===== src/rtl/vop_pkg.sv =====
// Package for the vignette overlay pixel generator.
// Holds pipeline depths, configuration and mode codes, shared types and the divide-by-255 helper.
// No dependencies.
package vop_pkg;

    localparam int DIV_STAGES    = 17;
    localparam int SQRT_STAGES   = 17;
    localparam int PIPE_LATENCY  = 27;

    typedef enum logic [2:0] {
        CFG_FRAME_WIDTH  = 3'd0,
        CFG_FRAME_HEIGHT = 3'd1,
        CFG_BASE_COLOR   = 3'd2,
        CFG_OPACITY      = 3'd3,
        CFG_EFFECT_MODE  = 3'd4,
        CFG_CORNER_RAD   = 3'd5,
        CFG_TOP_ONLY     = 3'd6
    } t_cfg_index;

    localparam logic [3:0] MODE_VIGNETTE = 4'd0;
    localparam logic [3:0] MODE_BLANK    = 4'd1;
    localparam logic [3:0] MODE_FLAT     = 4'd2;
    localparam logic [3:0] MODE_FLAT_ALT = 4'd3;

    typedef enum logic [1:0] {
        CA_KEEP,
        CA_SCALE,
        CA_ZERO
    } t_corner_act;

    typedef struct packed {
        logic vld;
        logic in_frame;
        logic vig;
        logic corner;
    } t_side;

    typedef struct packed {
        t_side       side;
        t_corner_act act;
        logic [7:0]  f;
    } t_tail;

    // Exact floor(v / 255) for v up to 255 * 255.
    function automatic logic [7:0] div255(input logic [15:0] v);
        logic [16:0] t;
        t = 17'(v) + 17'(v[15:8]) + 17'd1;
        return t[15:8];
    endfunction

endpackage


===== src/rtl/vop_divider.sv =====
// Pipelined restoring divider, one quotient bit per stage.
// Computes floor(num * 65536 / den) for num <= den; uses vop_pkg.
module vop_divider import vop_pkg::*; (
    input  logic        i_clk,
    input  logic [24:0] i_num,
    input  logic [24:0] i_den,
    output logic [16:0] o_quo
);

    logic [24:0] r_rem [DIV_STAGES];
    logic [16:0] r_quo [DIV_STAGES];

    for (genvar k = 0; k < DIV_STAGES; k++) begin : g_stage
        logic [25:0] t;
        logic [16:0] quo_in;
        if (k == 0) begin : g_first
            assign t      = {1'b0, i_num};
            assign quo_in = '0;
        end else begin : g_next
            assign t      = {r_rem[k-1], 1'b0};
            assign quo_in = r_quo[k-1];
        end

        always_ff @(posedge i_clk) begin
            if (t >= {1'b0, i_den}) begin
                r_rem[k] <= 25'(t - {1'b0, i_den});
                r_quo[k] <= {quo_in[15:0], 1'b1};
            end else begin
                r_rem[k] <= t[24:0];
                r_quo[k] <= {quo_in[15:0], 1'b0};
            end
        end
    end

    assign o_quo = r_quo[DIV_STAGES-1];

endmodule


===== config.mk =====
export PLATFORM = sky130hd
export DESIGN_NAME = vop_divider
export DESIGN_NICKNAME = d
export VERILOG_FILES = /design/src/rtl/vop_pkg.sv /design/src/rtl/vop_divider.sv
export SDC_FILE = /design/constraint.sdc
export NUM_CORES = 2
export LEC_CHECK = 0
export ABC_CLOCK_PERIOD_IN_PS = 4100
export BUFFER_PORTS_ARGS = -buffer_cell sky130_fd_sc_hd__buf_2
export CAP_MARGIN = 40
export CORE_MARGIN = 5
export CORE_UTILIZATION = 45
export DETAILED_ROUTE_END_ITERATION = 16
export GPL_TIMING_DRIVEN = 1
export SLEW_MARGIN = 10
export SYNTH_ARGS = -nofsm -noshare
export SYNTH_HDL_FRONTEND = slang
export SYNTH_SLANG_ARGS = --single-unit

===== constraint.sdc =====
create_clock -name i_clk -period 4.1 [get_ports i_clk]
set_input_delay 0.615 -clock i_clk [delete_from_list [all_inputs] [get_ports i_clk]]
set_output_delay 0.615 -clock i_clk [all_outputs]
set_load 0.05 [all_outputs]

======== Yosys cells after proc, flatten, opt, wreduce, memory -nomap -nowiden ========
Memories as Yosys holds them, arrays and structs flattened.
Cells that the tools add are included.
operators by class
  add/sub/neg operators ................... 17
  magnitude comparators ................... 17
  muxes and demuxes ....................... 85
  bitwise operators ....................... 34
operator list
  cell            count
  $mux 25         17
  $sub 25x25->25  17
  $ge 26x25->1    16
  $mux 17         17
  $mux 1          51
  $or 1x1->1      34
  $ge 25x25->1    1
word-level totals
  flip-flop bits (word level) ............. 0
  bits in writable memories ............... 714
  input bits .............................. 51
  memories kept ........................... 2
memories
  memory  words  bits a word  rd ports  clocked after memory_dff  wr ports  line               RTL
  r_rem   17     25           16        0                         17        vop_divider.sv:10  logic [24:0] r_rem [DIV_STAGES];
  r_quo   17     17           17        0                         17        vop_divider.sv:11  logic [16:0] r_quo [DIV_STAGES];

======== Logic depth before layout (Yosys ltp) ========
An unclocked memory read counts as a cell.
  depth after elaboration ................. 5
  mapped depth ............................ 14

======== Least setup slack after synthesis ========
No wires, ideal clock.
  path kind ............................... in2reg
  start ................................... input i_den[2]
  end ..................................... memory r_rem[9][13]
  library setup time ...................... 0.121 ns
  data arrival time ....................... 3.553 ns
  data required time ...................... 3.979 ns
  path slack .............................. 0.426 ns
  stages on the path ...................... 12
  cell sequence ........................... inv_1 ha_1 nor2b_1 o31a_1 o311a_1 or3_1 a31oi_2 o21a_1 a21oi_1 o32ai_1 buf_4 mux2_2
RTL lines
  element      line               RTL
  from (decl)  vop_divider.sv:6   input logic [24:0] i_den,
  to (decl)    vop_divider.sv:10

==> impl_metrics.csv <==
group,metric,value,unit
power_and_ir_drop,p_seq_frac,0.261,
finish,area_growth,14.9,%
logic_synthesis,synth_edf_count,0,
logic_synthesis,ys_ff_latch,553,
finish,fin_nets,4607,
power_and_ir_drop,ir_drop,0.474,mV
power_and_ir_drop,leakage,0.0176,uW
sta,fin_skew,0.0259,ns
critical_path,slowest_stage,"o311ai_0",
sta,setup_viol,0,
critical_path,crit_required,4.58,ns
clocking,hold_buffers,0,
clocking,clockBufferDepth,3,
logic_synthesis,synth-async-reset-ratio,0,
clocking,clock-sinks,553,
global_routing,grtUsageTotal,0.233,
critical_path,crit_chain,"buf_2 -> inv_1 -> buf_4 -> ha_1 -> nand3_1 -> a21oi_1 -> nor4bb_1 -> buf_4 -> o31ai_1 -> o21ba_2 -> o311ai_0 -> a21o_1 -> nand2_1 -> buf_4 -> mux2_2",
power_and_ir_drop,p_sw,16000,uW
clocking,cts_resized,0,
floorplan,design.die.area,82600,um2
critical_path,worstPathMaxFanout,26,
finish,fin_util,0.522,
critical_path,cp-end-kind,"flip-flop",
logic_synthesis,synthAdderAreaFrac,0.162,
floorplan,core,76200,um2
sta,slew_headroom,0.585,
detailed_routing,drtPass1Iterations,5,
floorplan,num_io_pins,68,
clocking,insertion_delay,0.62,ns
critical_path,crit_path_start_kind,"primary input",
min_path,worstHoldPathType,"primary input to flip-flop",
clocking,cts_root_buffer,"clkbuf_16",
critical_path,crit_path_frequent_cell,"buf_4",
floorplan,rows,101,
clocking,h-tree-depth,3,
critical_path,max_stage_delay,0.57,ns
finish,multiInputGateArea,22700,um2
global_routing,grt_pass1_vias,27500,
logic_synthesis,syn_nets,4403,
logic_synthesis,yosys_most_used_dff,"dfxtp_1",
logic_synthesis,syn_area,34600,um2
power_and_ir_drop,clockPowerShare,0.160,
logic_synthesis,synth_cells,3912,
critical_path,criticalPathCategory,"primary input to flip-flop",
detailed_routing,antenna_left,0,
sta,max_freq,0.287,GHz
power_and_ir_drop,p_per_area,964,nW/um2
power_and_ir_drop,power.internal,22400,uW
clocking,cts_buffers,67,
sta,rsz0062_at_grt,"false",
job,drv_cap,0,
critical_path,setup.worst_path.start,"i_den[4]",
floorplan,die_y,287,um
finish,seq_area,11100,um2
placement,dp_hpwl,75200,um
clocking,clk_pin_slew,0.05,ns
detailed_routing,vias_per_cell,5.57,
logic_synthesis,synth_warnings,0,
clocking,tritoncts,"built",
logic_synthesis,ys_types,89,
logic_synthesis,syn-mean-instance-area,8.86,um2
global_routing,overflow,0,
logic_synthesis,synth_top_family_by_area,"compound AO/OA/AOI/OAI gates",
sta,fin_crit,3.49,ns
floorplan,initial_utilization,0.455,
global_routing,grt_max_degree,43,
logic_synthesis,synth_mux_area_frac,0.0488,
critical_path,rr_startpoint,"r_rem[4][0]",
sta,finalCritPeriodShare,0.851,
global_routing,grt_pass1_wl,152000,um
placement,placed_area,37500,um2
detailed_routing,drt_iter0_markers,1912,
detailed_routing,wirelength,99500,um
logic_synthesis,synthXorXnorAreaFrac,0.0842,
sta,maxSlewViolCount,0,
detailed_routing,drc,0,
power_and_ir_drop,switching_share,0.417,
detailed_routing,wl_per_cell,19.1,um
finish,fill_cells,7158,
placement,io_buffers,67,
power_and_ir_drop,power_frac_comb,0.579,
logic_synthesis,yosys.area_share.simple,0.137,
critical_path,worst-endpoint-arrival,3.97,ns
finish,finalInstanceArea,39800,um2
min_path,hp-start,"i_num[11]",
finish,final_common_cell,"dfxtp_1",
sta,timing.final.hold_violations,0,
placement,place_congestion,0.898,
status,outcome,"complete, no violations",
clocking,cts_setup_buffers,0,
finish,antenna_cells,0,
logic_synthesis,synth_compound_area_frac,0.221,
finish,layout_common_cells,"553 x dfxtp_1, 424 x ha_1, 341 x a21oi_1",
sta,setup_tns,0,ns
sta,worst_slew_pin_slew,0.615,ns
logic_synthesis,ys_seq_area_frac,0.320,
finish,drive_gt1_frac,0.128,
floorplan,fp.dieW,287,um
detailed_routing,vias,29000,
global_routing,antenna_found_initial,2,
kinds of logic after synthesis:
group	after synthesis
buffers and inverters	232
adder cells (fa/ha/maj)	440
multiplexers	146
flip-flops	553
AO/OA/AOI/OAI	1209
AND/OR/NAND/NOR	999
XOR/XNOR	333
cells in the mapped netlist, types with 13 or more instances:
cell | count | area share
o31ai_1 | 24 | 0.0052
nor2b_1 | 48 | 0.0087
o21bai_1 | 52 | 0.011
dfxtp_1 | 553 | 0.32
fa_1 | 16 | 0.0092
nand3_1 | 61 | 0.0088
inv_1 | 142 | 0.015
clkbuf_1 | 60 | 0.0065
mux2_2 | 123 | 0.040
o21ai_0 | 324 | 0.047
mux2_4 | 15 | 0.0065
ha_1 | 424 | 0.15
nand4_1 | 55 | 0.0099
xor2_1 | 133 | 0.034
or3_1 | 24 | 0.0043
a31oi_1 | 36 | 0.0065
and3_1 | 27 | 0.0049
or2_2 | 15 | 0.0027
nor3_1 | 68 | 0.0098
a21oi_1 | 343 | 0.050
a211oi_1 | 20 | 0.0043
xnor2_1 | 200 | 0.051
nand2_1 | 334 | 0.036
a21o_1 | 162 | 0.035
and2_1 | 13 | 0.0023
nor4_1 | 15 | 0.0027
nand2b_1 | 70 | 0.013
nor2_1 | 235 | 0.025
o41ai_1 | 15 | 0.0038
a41oi_1 | 17 | 0.0043
buf_2 | 20 | 0.0029
o21a_1 | 57 | 0.012
o31a_1 | 14 | 0.0035
cell type report:
class / instances / share of cell area
Clock buffer: 93 / 0.0492
Sequential cell: 553 / 0.278
Inverter: 142 / 0.0134
Multi-Input combinational cell: 3127 / 0.571
Tap cell: 1030 / 0.0324
Clock inverter: 29 / 0.00883
Timing Repair Buffer: 225 / 0.0469
layer usage:
metal	GRT usage	share of wire	routed length [um]	vias to the layer above
met5	0	0	0	-
met4	0.0859	0.038	3800	0
met3	0.0253	0.042	4220	186
met2	0.409	0.48	47900	669
met1	0.295	0.44	43600	13400
li1	-	-	-	14700
power groups by stage:
stage                     sequential, uW  combinational, uW  clock, uW
after floorplan                     9500              16800          0
after global placement             10200              21900          0
after detailed placement           10100              22000          0
after CTS                          10000              22200       6310
after global routing               10200              24700       6530
final                              10000              22200       6130
flip-flops by register name, summed over array words and instances (netlist names):
register,flops
r_rem,400
r_quo,153
through the flow:
step,instances,total power [uW],hold WS [ns],setup slack [ns]
after floorplan,3912,26300,0.310,0.426
after global placement,5076,32000,0.310,0.00991
after detailed placement,5077,32100,0.312,0.0120
after CTS,5199,38500,0.232,0.648
after global routing,5199,41500,0.261,0.438
final,5199,38400,0.260,0.611
final timing paths:
| path | to | slack [ns] | depth (start not counted) |
|---|---|---|---|
| max | r_rem[0][15] | 0.61 | 15 |
| min | r_rem[0][11] | 0.26 | 2 |
| max reg2reg | r_rem[5][11] | 0.69 | 13 |
| min reg2reg | r_quo[2][2] | 0.32 | 0 |
worst max-delay path, delay by kind of cell:
| family | cells | cell delay, ns |
|---|---|---|
| muxes | 1 | 0.32 |
| AOI/OAI and AO/OA | 5 | 1.16 |
| adders and majority gates | 1 | 0.33 |
| and+or+nand+nor | 3 | 0.56 |
| buffers and inverters | 5 | 0.97 |
Power figures use the tool's default switching activity.
