--- config.mk ---
export PLATFORM = sky130hd
export DESIGN_NAME = vop_sqrt
export DESIGN_NICKNAME = d
export VERILOG_FILES = /design/src/rtl/vop_pkg.sv /design/src/rtl/vop_sqrt.sv
export SDC_FILE = /design/constraint.sdc
export NUM_CORES = 1
export LEC_CHECK = 0
export ABC_CLOCK_PERIOD_IN_PS = 3600
export BUFFER_PORTS_ARGS = -buffer_cell sky130_fd_sc_hd__buf_2
export CORE_AREA = 3 3 220 157
export DETAILED_ROUTE_END_ITERATION = 8
export DIE_AREA = 0 0 223 160
export GPL_TIMING_DRIVEN = 0
export PLACE_DENSITY = 0.76
export REMOVE_ABC_BUFFERS = 1
export SLEW_MARGIN = 20
export SYNTH_ARGS = -nofsm -noshare
export SYNTH_HDL_FRONTEND = slang
export SYNTH_SLANG_ARGS = --single-unit
--- constraint.sdc ---
create_clock -name i_clk -period 3.6 [get_ports i_clk]
set_clock_uncertainty 0.15 [all_clocks]
set_input_delay 0.18 -clock i_clk [delete_from_list [all_inputs] [get_ports i_clk]]
set_output_delay 0.18 -clock i_clk [all_outputs]
set_load 0.01 [all_outputs]
--- src/rtl/vop_pkg.sv ---
// Package for the vignette overlay pixel generator.
// Holds pipeline depths, configuration and mode codes, shared types and the divide-by-255 helper.
// No dependencies.
package vop_pkg;

    localparam int DIV_STAGES    = 17;
    localparam int SQRT_STAGES   = 17;
    localparam int PIPE_LATENCY  = 27;

    typedef enum logic [2:0] {
        CFG_FRAME_WIDTH  = 3'd0,
        CFG_FRAME_HEIGHT = 3'd1,
        CFG_BASE_COLOR   = 3'd2,
        CFG_OPACITY      = 3'd3,
        CFG_EFFECT_MODE  = 3'd4,
        CFG_CORNER_RAD   = 3'd5,
        CFG_TOP_ONLY     = 3'd6
    } t_cfg_index;

    localparam logic [3:0] MODE_VIGNETTE = 4'd0;
    localparam logic [3:0] MODE_BLANK    = 4'd1;
    localparam logic [3:0] MODE_FLAT     = 4'd2;
    localparam logic [3:0] MODE_FLAT_ALT = 4'd3;

    typedef enum logic [1:0] {
        CA_KEEP,
        CA_SCALE,
        CA_ZERO
    } t_corner_act;

    typedef struct packed {
        logic vld;
        logic in_frame;
        logic vig;
        logic corner;
    } t_side;

    typedef struct packed {
        t_side       side;
        t_corner_act act;
        logic [7:0]  f;
    } t_tail;

    // Exact floor(v / 255) for v up to 255 * 255.
    function automatic logic [7:0] div255(input logic [15:0] v);
        logic [16:0] t;
        t = 17'(v) + 17'(v[15:8]) + 17'd1;
        return t[15:8];
    endfunction

endpackage

--- src/rtl/vop_sqrt.sv ---
// Pipelined digit-by-digit integer square root, one root bit per stage.
// Computes floor(sqrt(sum * 65536)); uses vop_pkg.
module vop_sqrt import vop_pkg::*; (
    input  logic        i_clk,
    input  logic [16:0] i_sum,
    output logic [16:0] o_root
);

    logic [33:0] r_rad  [SQRT_STAGES];
    logic [19:0] r_rem  [SQRT_STAGES];
    logic [16:0] r_root [SQRT_STAGES];

    for (genvar k = 0; k < SQRT_STAGES; k++) begin : g_stage
        logic [33:0] rad_in;
        logic [19:0] rem_in;
        logic [16:0] root_in;
        logic [19:0] t;
        logic [19:0] trial;
        if (k == 0) begin : g_first
            assign rad_in  = {1'b0, i_sum, 16'd0};
            assign rem_in  = '0;
            assign root_in = '0;
        end else begin : g_next
            assign rad_in  = r_rad[k-1];
            assign rem_in  = r_rem[k-1];
            assign root_in = r_root[k-1];
        end
        assign t     = {rem_in[17:0], rad_in[33:32]};
        assign trial = {1'b0, root_in, 2'b01};

        always_ff @(posedge i_clk) begin
            r_rad[k] <= {rad_in[31:0], 2'b00};
            if (t >= trial) begin
                r_rem[k]  <= t - trial;
                r_root[k] <= {root_in[15:0], 1'b1};
            end else begin
                r_rem[k]  <= t;
                r_root[k] <= {root_in[15:0], 1'b0};
            end
        end
    end

    assign o_root = r_root[SQRT_STAGES-1];

endmodule

# Yosys cells after proc, flatten, opt, wreduce, memory -nomap -nowiden
# Memory sizes are Yosys's and may differ from the RTL's.
# Index checks and enable logic that the tools add are counted.
word_totals:
  mem_count: 3
  mem_bits_rw: 1173
  wordCells: 156
  in_bits: 18
  register_bits: 0
  out_inout_bits: 17
mem_list:
  columns: ["memory", "words", "word_bits", "rd", "rd_clocked_by_memory_dff", "write_ports", "line", "source"]
  rows:
  - ["r_rad", 17, 32, 16, 0, 17, "vop_sqrt.sv:9", "logic [33:0] r_rad [SQRT_STAGES];"]
  - ["r_rem", 17, 20, 16, 0, 17, "vop_sqrt.sv:10", "logic [19:0] r_rem [SQRT_STAGES];"]
  - ["r_root", 17, 17, 17, 0, 17, "vop_sqrt.sv:11", "logic [16:0] r_root [SQRT_STAGES];"]
op_classes:
  order_cmp: 17
  addsub: 17
  n_mux: 85
  bitwise_logic: 34
op_table:
  columns: ["cell", "n"]
  rows:
  - ["$mux 20", 17]
  - ["$ge 20x19->1", 16]
  - ["$sub 20x19->20", 16]
  - ["$mux 17", 17]
  - ["$mux 1", 51]
  - ["$or 1x1->1", 34]
  - ["$sub 1x1->2 const B", 1]
  - ["$ge 1x1->1 const B", 1]

# Longest topological paths before layout
# Gate-level depths: netlist (run 1).
# An unclocked memory read counts as a cell.
logic_depth:
  ltp_word: 5
  mapped_depth: 12

# Worst setup path after synthesis (run 1)
# Ideal clock, no wire load.
synth_timing:
  path_type: "register to register"
  start: "memory r_rem[13][0]"
  end: "memory r_rem[14][11]"
  arrival_ns: 2.787
  setup_slack_ns: 0.542
  required_time_ns: 3.329
  path_stages_with_launch: 11
  path_cell_list: "dfxtp_1 ha_1 fa_1 a211oi_1 o211ai_1 a41oi_1 nor3_1 or3_1 clkbuf_1 clkbuf_1 mux2_2"
synth_lines:
  columns: ["element", "line"]
  rows:
  - ["start: declaration", "vop_sqrt.sv:10"]

==> results of run 1 <==
timing repair:
action                                 in CTS  in global routing
endpoints found under the hold margin      17                  0
buffers inserted                            0                  3
resized for setup                           3                  6
setup endpoints to repair                  13                 15
hold buffers                               17                  0
gates cloned                                0                  1
pin swaps                                   0                  1
registers in the layout, indices dropped and copies added (netlist names):
name / cells
r_root: 153
r_rad: 72
r_rem: 257
cells by family after synthesis:
logic type               after synthesis  synth area share, %
AND/OR/NAND/NOR                      468                 12.1
adder cells (fa/ha/maj)              162                 10.7
XOR/XNOR                             178                 8.01
buffers and inverters                220                 4.24
AO/OA/AOI/OAI                        400                 12.9
other                                  1               0.0193
multiplexers                          43                 2.47
flip-flops                           482                 49.6
cell usage after synthesis (14+ instances only):
library cell  count
a21o_1           45
a21oi_1         120
clkbuf_1         20
dfxtp_1         482
ha_1            155
inv_1           196
mux2_2           40
nand2_1         117
nand2b_1         19
nand3_1          15
nand4_1          14
nor2_1          116
nor2b_1          14
nor3_1           64
nor4_1           26
o211ai_1         15
o21a_1           27
o21ai_0          98
or3_1            18
or4_1            14
xnor2_1          94
xor2_1           84
path summary, 6_finish.rpt:
path / from / to / slack [ns] / cells after the start
worst min register to register: r_rad[0][221] / r_rad[0][255] / 0.17 / 0
worst max register to register: r_rem[12][0] / r_rem[13][9] / 0.19 / 10
worst max-delay path: r_rem[12][0] / r_rem[13][9] / 0.19 / 10
worst min-delay path: i_sum[14] / r_rad[0][30] / 0.11 / 2
cell type report:
class / count / area, sq um / share of cell area [%]
tap: 427 / 534 / 2.43
timing repair inverter: 1 / 7.51 / 0.0341
multi-input combinational: 1252 / 9030 / 41.0
inverter: 198 / 747 / 3.39
sequential: 482 / 9650 / 43.8
timing repair buffer: 58 / 409 / 1.86
clock buffer: 57 / 1230 / 5.60
clock inverter: 24 / 415 / 1.89
report_power, final:
group	internal [mW]	leakage, nW	switching [mW]
registers	6.36	4.01	0.750
logic	1.47	5.71	1.56
clock network	3.22	0.806	1.97
metal layers:
metal | share of wire [%] | wire, um | GRT usage, % | vias up
li1 | - | - | - | 6894
met1 | 47 | 17000 | 27.1 | 6206
met2 | 46 | 16500 | 33.5 | 290
met3 | 4.4 | 1570 | 3.29 | 75
met4 | 2.3 | 828 | 6.47 | 0
met5 | 0 | 0 | 0 | -
through the flow:
step | setup WS, ns | utilization, %
finish | 0.195 | 67.9
global route | 0.0339 | 67.9
CTS | 0.0339 | 67.7
detailed placement | -0.0993 | 62.1
global placement | -0.475 | 61.9
floorplan | 0.158 | -
cells in the final DEF, fill, tap and decap left out, types with 27 or more instances in the layout:
cell type	instances
dfxtp_1	482
inv_1	195
ha_1	155
a21oi_1	119
nand2_1	117
nor2_1	116
o21ai_0	98
xnor2_1	94
xor2_1	84
nor3_1	64
clkbuf_16	46
a21o_1	45
mux2_2	40
buf_2	34
o21a_1	27
worst max-delay path, stage by stage (launching register included):
cell and delay [ns]:
dfxtp_1 0.36, ha_1 0.25, fa_1 0.41, a21o_1 0.20
a21oi_1 0.31, o21ai_0 0.17, a221oi_2 0.43, o211a_2 0.40
clkinvlp_4 0.17, buf_12 0.16, mux2_2 0.26
==> results by group, run 1 <==
STA
  – # setup viols final: 0
  – Fmax: 294 MHz
  – Worst slew pin tran: 1.00 ns
  – Max_slew headroom: 33.1%
  – Setup TNS: 0 ns
  – Slew Limit Fails: 0
  – Final Cycle Share: 94.6%
  – Fin crit period: approximately 3.4 ns
  – Hold_ws: 0.107 ns
  – RSZ-0062 raised after global routing: false
  – Final-report hold violation count: 0

Global routing
  – Global-route wire length before repair: 61.6 mm
  – Gr ovfl total: 0
  – GRT Resource Usage Total: 20.2%
  – Largest net degree at the start of global routing: 25
  – Initial antenna violation count: 0
  – Vias in the first global route: roughly 13000

Route
  – DR vias: ~13000
  – Drt drc: 0
  – Initial DRC Count: 797
  – Post-route ant nets: 0
  – First-pass DRT Iterations: 5
  – Via-to-Cell Ratio: 5.39
  – Routed WL: 35.9 mm
  – Post-detailed-route wirelength per cell: roughly 14 um

Setup path
  – Critical path class: flop to flop
  – Worst path required time: 3.87 ns
  – Startpoint types: flop
  – CP max FO: 12
  – Worst endpoint data arrival time: 3.68 ns
  – Crit end category: flop

Placed design
  – Placed Instance Area: 0.0201 sq mm
  – RD Place Congestion: 0.856
  – Port buffer count: 34
  – HPWL Detailed: 26.2 mm
  – Cells after DPL: around 2400

Die
  – Die Wd: 223 um
  – # IOs: 35
  – # rows: 55
  – Die Y: around 160 um
  – Die area: approximately 0.036 sq mm
  – Core ar.: 0.0324 sq mm
  – Initial Util: between 60% and 70%

Logic synthesis
  – Top_reg_cell synth: dfxtp_1
  – Post-synth EDFFs: 0
  – Distinct cell type count after synthesis: 64
  – Ys Warns: 0
  – Number of synthesized register bits: 482
  – Mapped Cells: 1954
  – Avg Inst Size Synth: about 10 sq um
  – Cell accounting for the most synthesized area: dfxtp_1
  – Sequential fraction of the synthesis area: between 40% and 50%
  – Share of the synthesized area in the top cell type: about half
  – Netlist Area Pre-Place: just under 0.02 sq mm
  – Synth area leaders: dfxtp_1, ha_1, xnor2_1, inv_1, xor2_1
  – Fraction of registers with async set/reset: 0%

Pwr
  – Pleak: 10.5 nW
  – Peak VDD IR: 0.522 mV
  – Total Power: 15.3 mW
  – Cell Pwr Density: approximately 700 mW/mm^2

Clock network
  – Clock-pin slew on the worst setup and hold paths: about 0.060 ns
  – Clk buf depth: 3
  – Clock Sinks: 482
  – TritonCTS clock tree: yes
  – Num CTS Buffers: 45
  – CTS Root Cell: clkbuf_16
  – Clk_lat worst skew: 0.55 ns
  – Max H-tree Level: 2

Finish
  – Layout Nets: 2218
  – Area growth, synth to finish: 13.2%
  – Non-Filler Instances: about 2500
  – Diodes inserted: 0
  – Fin area: 0.0220 sq mm
  – Layout fillers: 2401
  – Layout cells sized above 1: under 10%

Hold path
  – Min-delay worst type: primary input to flop

Run
  – Max Cap Viol: 0

Run status
  – Status: complete, no violations
Power figures use the tool's default switching activity.
==> inputs of run 2 (changes only) <==
- ABC_CLOCK_PERIOD_IN_PS: 3600 -> unset
- CORE_AREA: 3 3 220 157 -> 3 3 253 180
- DIE_AREA: 0 0 223 160 -> 0 0 256 183
- PLACE_DENSITY: 0.76 -> unset
- clock period: 3.6 -> 3.7 ns (I/O delays scaled with it)
==> results by group, run 2 (synthesis results as in run 1) <==
Run status
  – Status: complete, no violations

Route
  – Post-route ant nets: 0
  – Routed WL: 35.7 mm
  – DR vias: 13200
  – Post-detailed-route wirelength per cell: 13.4 um
  – Via-to-Cell Ratio: 4.96
  – First-pass DRT Iterations: 5
  – Drt drc: 0
  – Initial DRC Count: 658

Die
  – Core ar.: 0.0435 sq mm
  – Die area: 0.0468 sq mm
  – Die Y: roughly 180 um
  – # rows: 64
  – Die Wd: 256 um
  – # IOs: 35
  – Initial Util: 44.7%

Finish
  – Layout Nets: 2218
  – Max FFs per register: roughly 260
  – Reg with most FFs: r_rem
  – Diodes inserted: 0
  – Layout cells sized above 1: ~8.4%
  – Most frequent cells in the layout: dfxtp_1, inv_1, ha_1, a21oi_1, nand2_1
  – Area growth, synth to finish: 13.2%
  – Largest registers: r_rem x257, r_root x153, r_rad x72
  – Fin area: around 0.022 sq mm
  – Register area: between 0.009 and 0.01 sq mm
  – Most common cell after layout, fill and taps aside: dfxtp_1
  – Non-Filler Instances: approximately 2700
  – Area of the multi-input gates: 0.00901 sq mm
  – Layout fillers: 3902

Run
  – Max Cap Viol: 0

Pwr
  – Cell Pwr Density: 653 mW/mm^2
  – Pleak: roughly 10 nW
  – Peak VDD IR: 0.400 mV

Clock network
  – Clk buf depth: 3
  – CTS Root Cell: clkbuf_16
  – Num CTS Buffers: 48
  – Clk_lat worst skew: 0.57 ns
  – TritonCTS clock tree: yes
  – Clock-pin slew on the worst setup and hold paths: 0.06 ns
  – Clock Sinks: 482
  – Max H-tree Level: 2

Setup path
  – Buffers & Inverters on Critical Path: 1
  – Critical path's top delay family: compound AO/OA/AOI/OAI gates
  – Crit end category: flop
  – CP max FO: 23
  – Critical path class: flop to flop
  – Critical path's largest stage delay: 0.46 ns
  – Worst endpoint data arrival time: 3.77 ns
  – Worst path slowest cell: a221oi_2
  – Worst path required time: 3.99 ns
  – Reg-to-reg startpoint: r_rem[12][0]
  – Critical path launch point: r_rem[12][0]
  – Sequence of cells on the critical path: ha_1 -> fa_1 -> a21o_1 -> a21oi_1 -> o21ai_0 -> a221oi_2 -> o211a_1 -> inv_1 -> mux2_2
  – Startpoint types: flop
  – Register-to-register setup slack: 0.22 ns

Placed design
  – Placed Instance Area: around 0.020 sq mm
  – Port buffer count: 34
  – RD Place Congestion: roughly 0.86
  – Cells after DPL: roughly 2600
  – HPWL Detailed: around 27 mm

STA
  – Fin crit period: 3.48 ns
  – Slew Limit Fails: 0
  – Hold_ws: a little under 0.1 ns
  – Worst slew pin tran: 1.03 ns
  – Final-report hold violation count: 0
  – Final Cycle Share: between 90% and 100%
  – RSZ-0062 raised after global routing: true
  – # setup viols final: 0
  – Fmax: 287 MHz
  – Setup TNS: 0 ns
  – Max_slew headroom: 31.2%

Global routing
  – Vias in the first global route: 12900
  – Largest net degree at the start of global routing: 25
  – GRT Resource Usage Total: 15.3%
  – Gr ovfl total: 0
  – Initial antenna violation count: 0
  – Global-route wire length before repair: 60.5 mm

Hold path
  – Min-delay worst type: primary input to flop
  – Hold_sp: i_sum[12]
-- run 2: cell count changes in the layout (fill, tap and decap cells not counted), sizes merged --
cell,delta
clkbuf,+9
bufinv,-11
buf,-2
inv,+3
-- run 2: worst paths after layout --
path	endpoint	cells past startpoint
setup / recovery	r_rem[13][8]	9
hold / removal	r_rad[0][28]	2
setup reg to reg	r_rem[13][8]	9
hold reg to reg	r_rad[0][89]	0
-- run 2: worst register-to-register path: stages, from the launching register on --
cell and delay (ns):
dfxtp_1 0.35, ha_1 0.24, fa_1 0.40, a21o_1 0.20, a21oi_1 0.27, o21ai_0 0.19, a221oi_2 0.46, o211a_1 0.35
inv_1 0.36, mux2_2 0.40
-- run 2: routing by layer --
metal | up-vias | wire length (um) | part of all wire, % | track usage, %
met3 | 69 | 1610 | 4.5 | 3.01
met4 | 0 | 705 | 2.0 | 4.19
met2 | 220 | 14900 | 42 | 23.9
li1 | 6895 | - | - | -
met5 | - | 0 | 0 | 0
met1 | 6032 | 18500 | 52 | 21.6
-- run 2: cell type report --
cell class / instances / share of cell area, %
tap: 594 / 3.38
clock buffer: 66 / 6.22
inverter: 198 / 3.38
timing repair buffer: 56 / 1.72
multi-input combinational: 1252 / 40.9
sequential: 482 / 43.8
clock inverter: 17 / 0.585
-- run 2: power breakdown --
group          switching [mW]  total [mW]  leakage [nW]  internal [mW]
clock                    1.98        4.57         0.734           2.59
combinational            1.49        2.91          5.70           1.42
sequential              0.707        6.90          4.01           6.19
total                    4.18        14.4          10.4           10.2
-- run 2: what timing repair did --
action / CTS / global route
pin swaps: 0 / 0
hold buffers: 17 / 0
setup endpoints to repair: 3 / 3
resized for setup: 1 / 2
buffers inserted: 0 / 0
endpoints found under the hold margin: 17 / 0
cloned: 0 / 0
-- run 2: stage by stage --
step	utilization (%)	worst slack, ns	total power [mW]
after floorplan	-	0.258	9.12
after global placement	46.7	-0.416	9.77
after detailed placement	46.8	-0.0260	9.87
after CTS	50.6	0.0488	14.6
after global routing	50.6	-0.0120	15.3
final	50.6	0.220	14.4
==> inputs of run 3 (changes only) <==
- clock period: 3.7 -> 3.5 ns (I/O delays scaled with it)
==> results by group, run 3 (synthesis results as in run 1) <==
Setup path
  – Worst setup path endpoint: r_rem[14][17]
  – Register-to-register setup slack: 0.15 ns
  – R2r endpoint: r_rem[14][17]
  – Depth of the most critical reg-to-reg path: 9
  – Critical path class: flop to flop
  – Critical path launch point: r_rem[13][0]
  – CP max FO: 24
  – Reg-to-reg startpoint: r_rem[13][0]
  – Startpoint types: flop
  – Worst endpoint data arrival time: 3.65 ns
  – Worst path required time: approximately 3.8 ns
  – Crit end category: flop

STA
  – Fin crit period: 3.35 ns
  – Max_slew headroom: ~33%
  – Final Cycle Share: between 90% and 100%
  – Slew Limit Fails: 0
  – Hold_ws: about 0.086 ns
  – Worst slew pin tran: 1.00 ns
  – Setup WS post-layout: 0.154 ns
  – Fmax: 299 MHz
  – # setup viols final: 0
  – Final-report hold violation count: 0
  – RSZ-0062 raised after global routing: false

Finish
  – Largest registers: r_rem x257, r_root x153, r_rad x72
  – Reg with most FFs: r_rem
  – Most common cell after layout, fill and taps aside: dfxtp_1
  – Layout Nets: 2223
  – Max FFs per register: between 200 and 300
  – Layout cells sized above 1: about 8.7%
  – Area growth, synth to finish: 13.5%
  – Most frequent cells in the layout: dfxtp_1, inv_1, ha_1, a21oi_1, nand2_1
  – Diodes inserted: 0

Route
  – Routed WL: 36.0 mm
  – Via-to-Cell Ratio: 4.96
  – Initial DRC Count: 648
  – First-pass DRT Iterations: 5
  – Post-detailed-route wirelength per cell: 13.5 um
  – Post-route ant nets: 0
  – DR vias: approximately 13000
  – Drt drc: 0

Die
  – Die Wd: roughly 260 um
  – # rows: 64
  – Initial Util: roughly 45%
  – Core ar.: 0.0435 sq mm
  – Die Y: 183 um
  – # IOs: 35
  – Die area: between 0.04 and 0.05 sq mm

Placed design
  – HPWL Detailed: 26.9 mm
  – Port buffer count: 34
  – RD Place Congestion: ~0.86
  – DP Worst Slack: -0.226 ns

Run status
  – Status: complete, no violations

Run
  – Max Cap Viol: 0

Clock network
  – Clock-pin slew on the worst setup and hold paths: about 0.060 ns
  – TritonCTS clock tree: yes
  – Clock Sinks: 482
  – Clk buf depth: 3
  – Num CTS Buffers: 48
  – CTS Root Cell: clkbuf_16
  – Clk_lat worst skew: about 0.57 ns
  – Max H-tree Level: 2

Pwr
  – Cell Pwr Density: 690 mW/mm^2
  – Peak VDD IR: 0.423 mV
  – Pleak: 10.5 nW

Global routing
  – Layer with the highest usage: met2
  – Initial antenna violation count: 0
  – Global-route wire length before repair: approximately 61 mm
  – Met2 usage: 24.1%
  – Met3 usage: about 3%
  – GRT Resource Usage Total: 15.3%
  – Gr ovfl total: 0
  – Vias in the first global route: 13000
  – M1 GR Usage: 21.6%
  – Largest net degree at the start of global routing: 25

Hold path
  – Min-delay worst type: primary input to flop
[run 3: cell count changes in the layout (fill, tap and decap cells not counted)]
cell | before | now
nor2_2 | 0 | 1
a21oi_4 | 0 | 1
o211a_1 | 4 | 3
o211a_4 | 0 | 1
nor2_1 | 116 | 115
clkinvlp_4 | 4 | 7
inv_1 | 196 | 195
buf_4 | 3 | 6
a21oi_2 | 1 | 0
[run 3: cell type report]
cell class                      count  area [sq um]
Clock inverter                     17           129
Fill cell                        3900         21400
Timing Repair Buffer               59           402
Clock buffer                       66          1370
Inverter                          198           747
Sequential cell                   482          9650
Multi-Input combinational cell   1252          9020
Tap cell                          594           743
Timing Repair inverter              2          15.0
[run 3: worst max-delay path: stages (launching register included)]
cell	delay, ns
dfxtp_1	0.36
ha_1	0.25
fa_1	0.43
a211oi_1	0.33
o211ai_1	0.20
a41oi_1	0.42
nor3_1	0.14
or3_4	0.54
nor2b_1	0.17
mux2_2	0.25
[run 3: how the worst min path moves through the flow]
stage / start / endpoint / depth (start not counted)
after global placement: i_sum[14] / r_rad[0][30] / 1
after CTS: i_sum[16] / r_root[0][0] / 2
after floorplan: i_sum[0] / r_rad[0][16] / 0
after detailed placement: i_sum[3] / r_rad[0][19] / 1
final: i_sum[12] / r_rad[0][28] / 2
after global routing: i_sum[6] / r_rad[0][22] / 2
[run 3: metrics by stage]
step	util (%)	cells	power, mW	TNS, ns	instance area, sq um
after floorplan	-	1932	9.64	0	19400
after global placement	46.7	2560	10.3	-11.23	20300
after CTS	50.6	2666	15.4	0	22000
final	50.8	2670	15.2	0	22100
after global routing	50.8	2670	16.2	0	22100
after detailed placement	46.8	2565	10.4	-2.04	20300
[run 3: timing repair]
item	4_1_cts	5_1_grt
pin swaps	0	2
setup buffers	0	3
hold buffers	17	0
gates cloned	1	1
endpoints found under the setup margin	20	25
resized for setup	5	5
endpoints found under the hold margin	17	0
[run 3: metal layers]
metal | vias up | part of all wire, %
met5 | - | 0
met4 | 0 | 1.9
met3 | 69 | 4.5
met2 | 239 | 42
met1 | 6019 | 52
li1 | 6913 | -
[run 3: where the power goes]
group | internal [mW] | total [mW] | switching [mW] | leakage (nW)
combinational | 1.52 | 3.11 | 1.59 | 5.71
clock | 2.74 | 4.84 | 2.10 | 0.734
sequential | 6.54 | 7.29 | 0.747 | 4.01
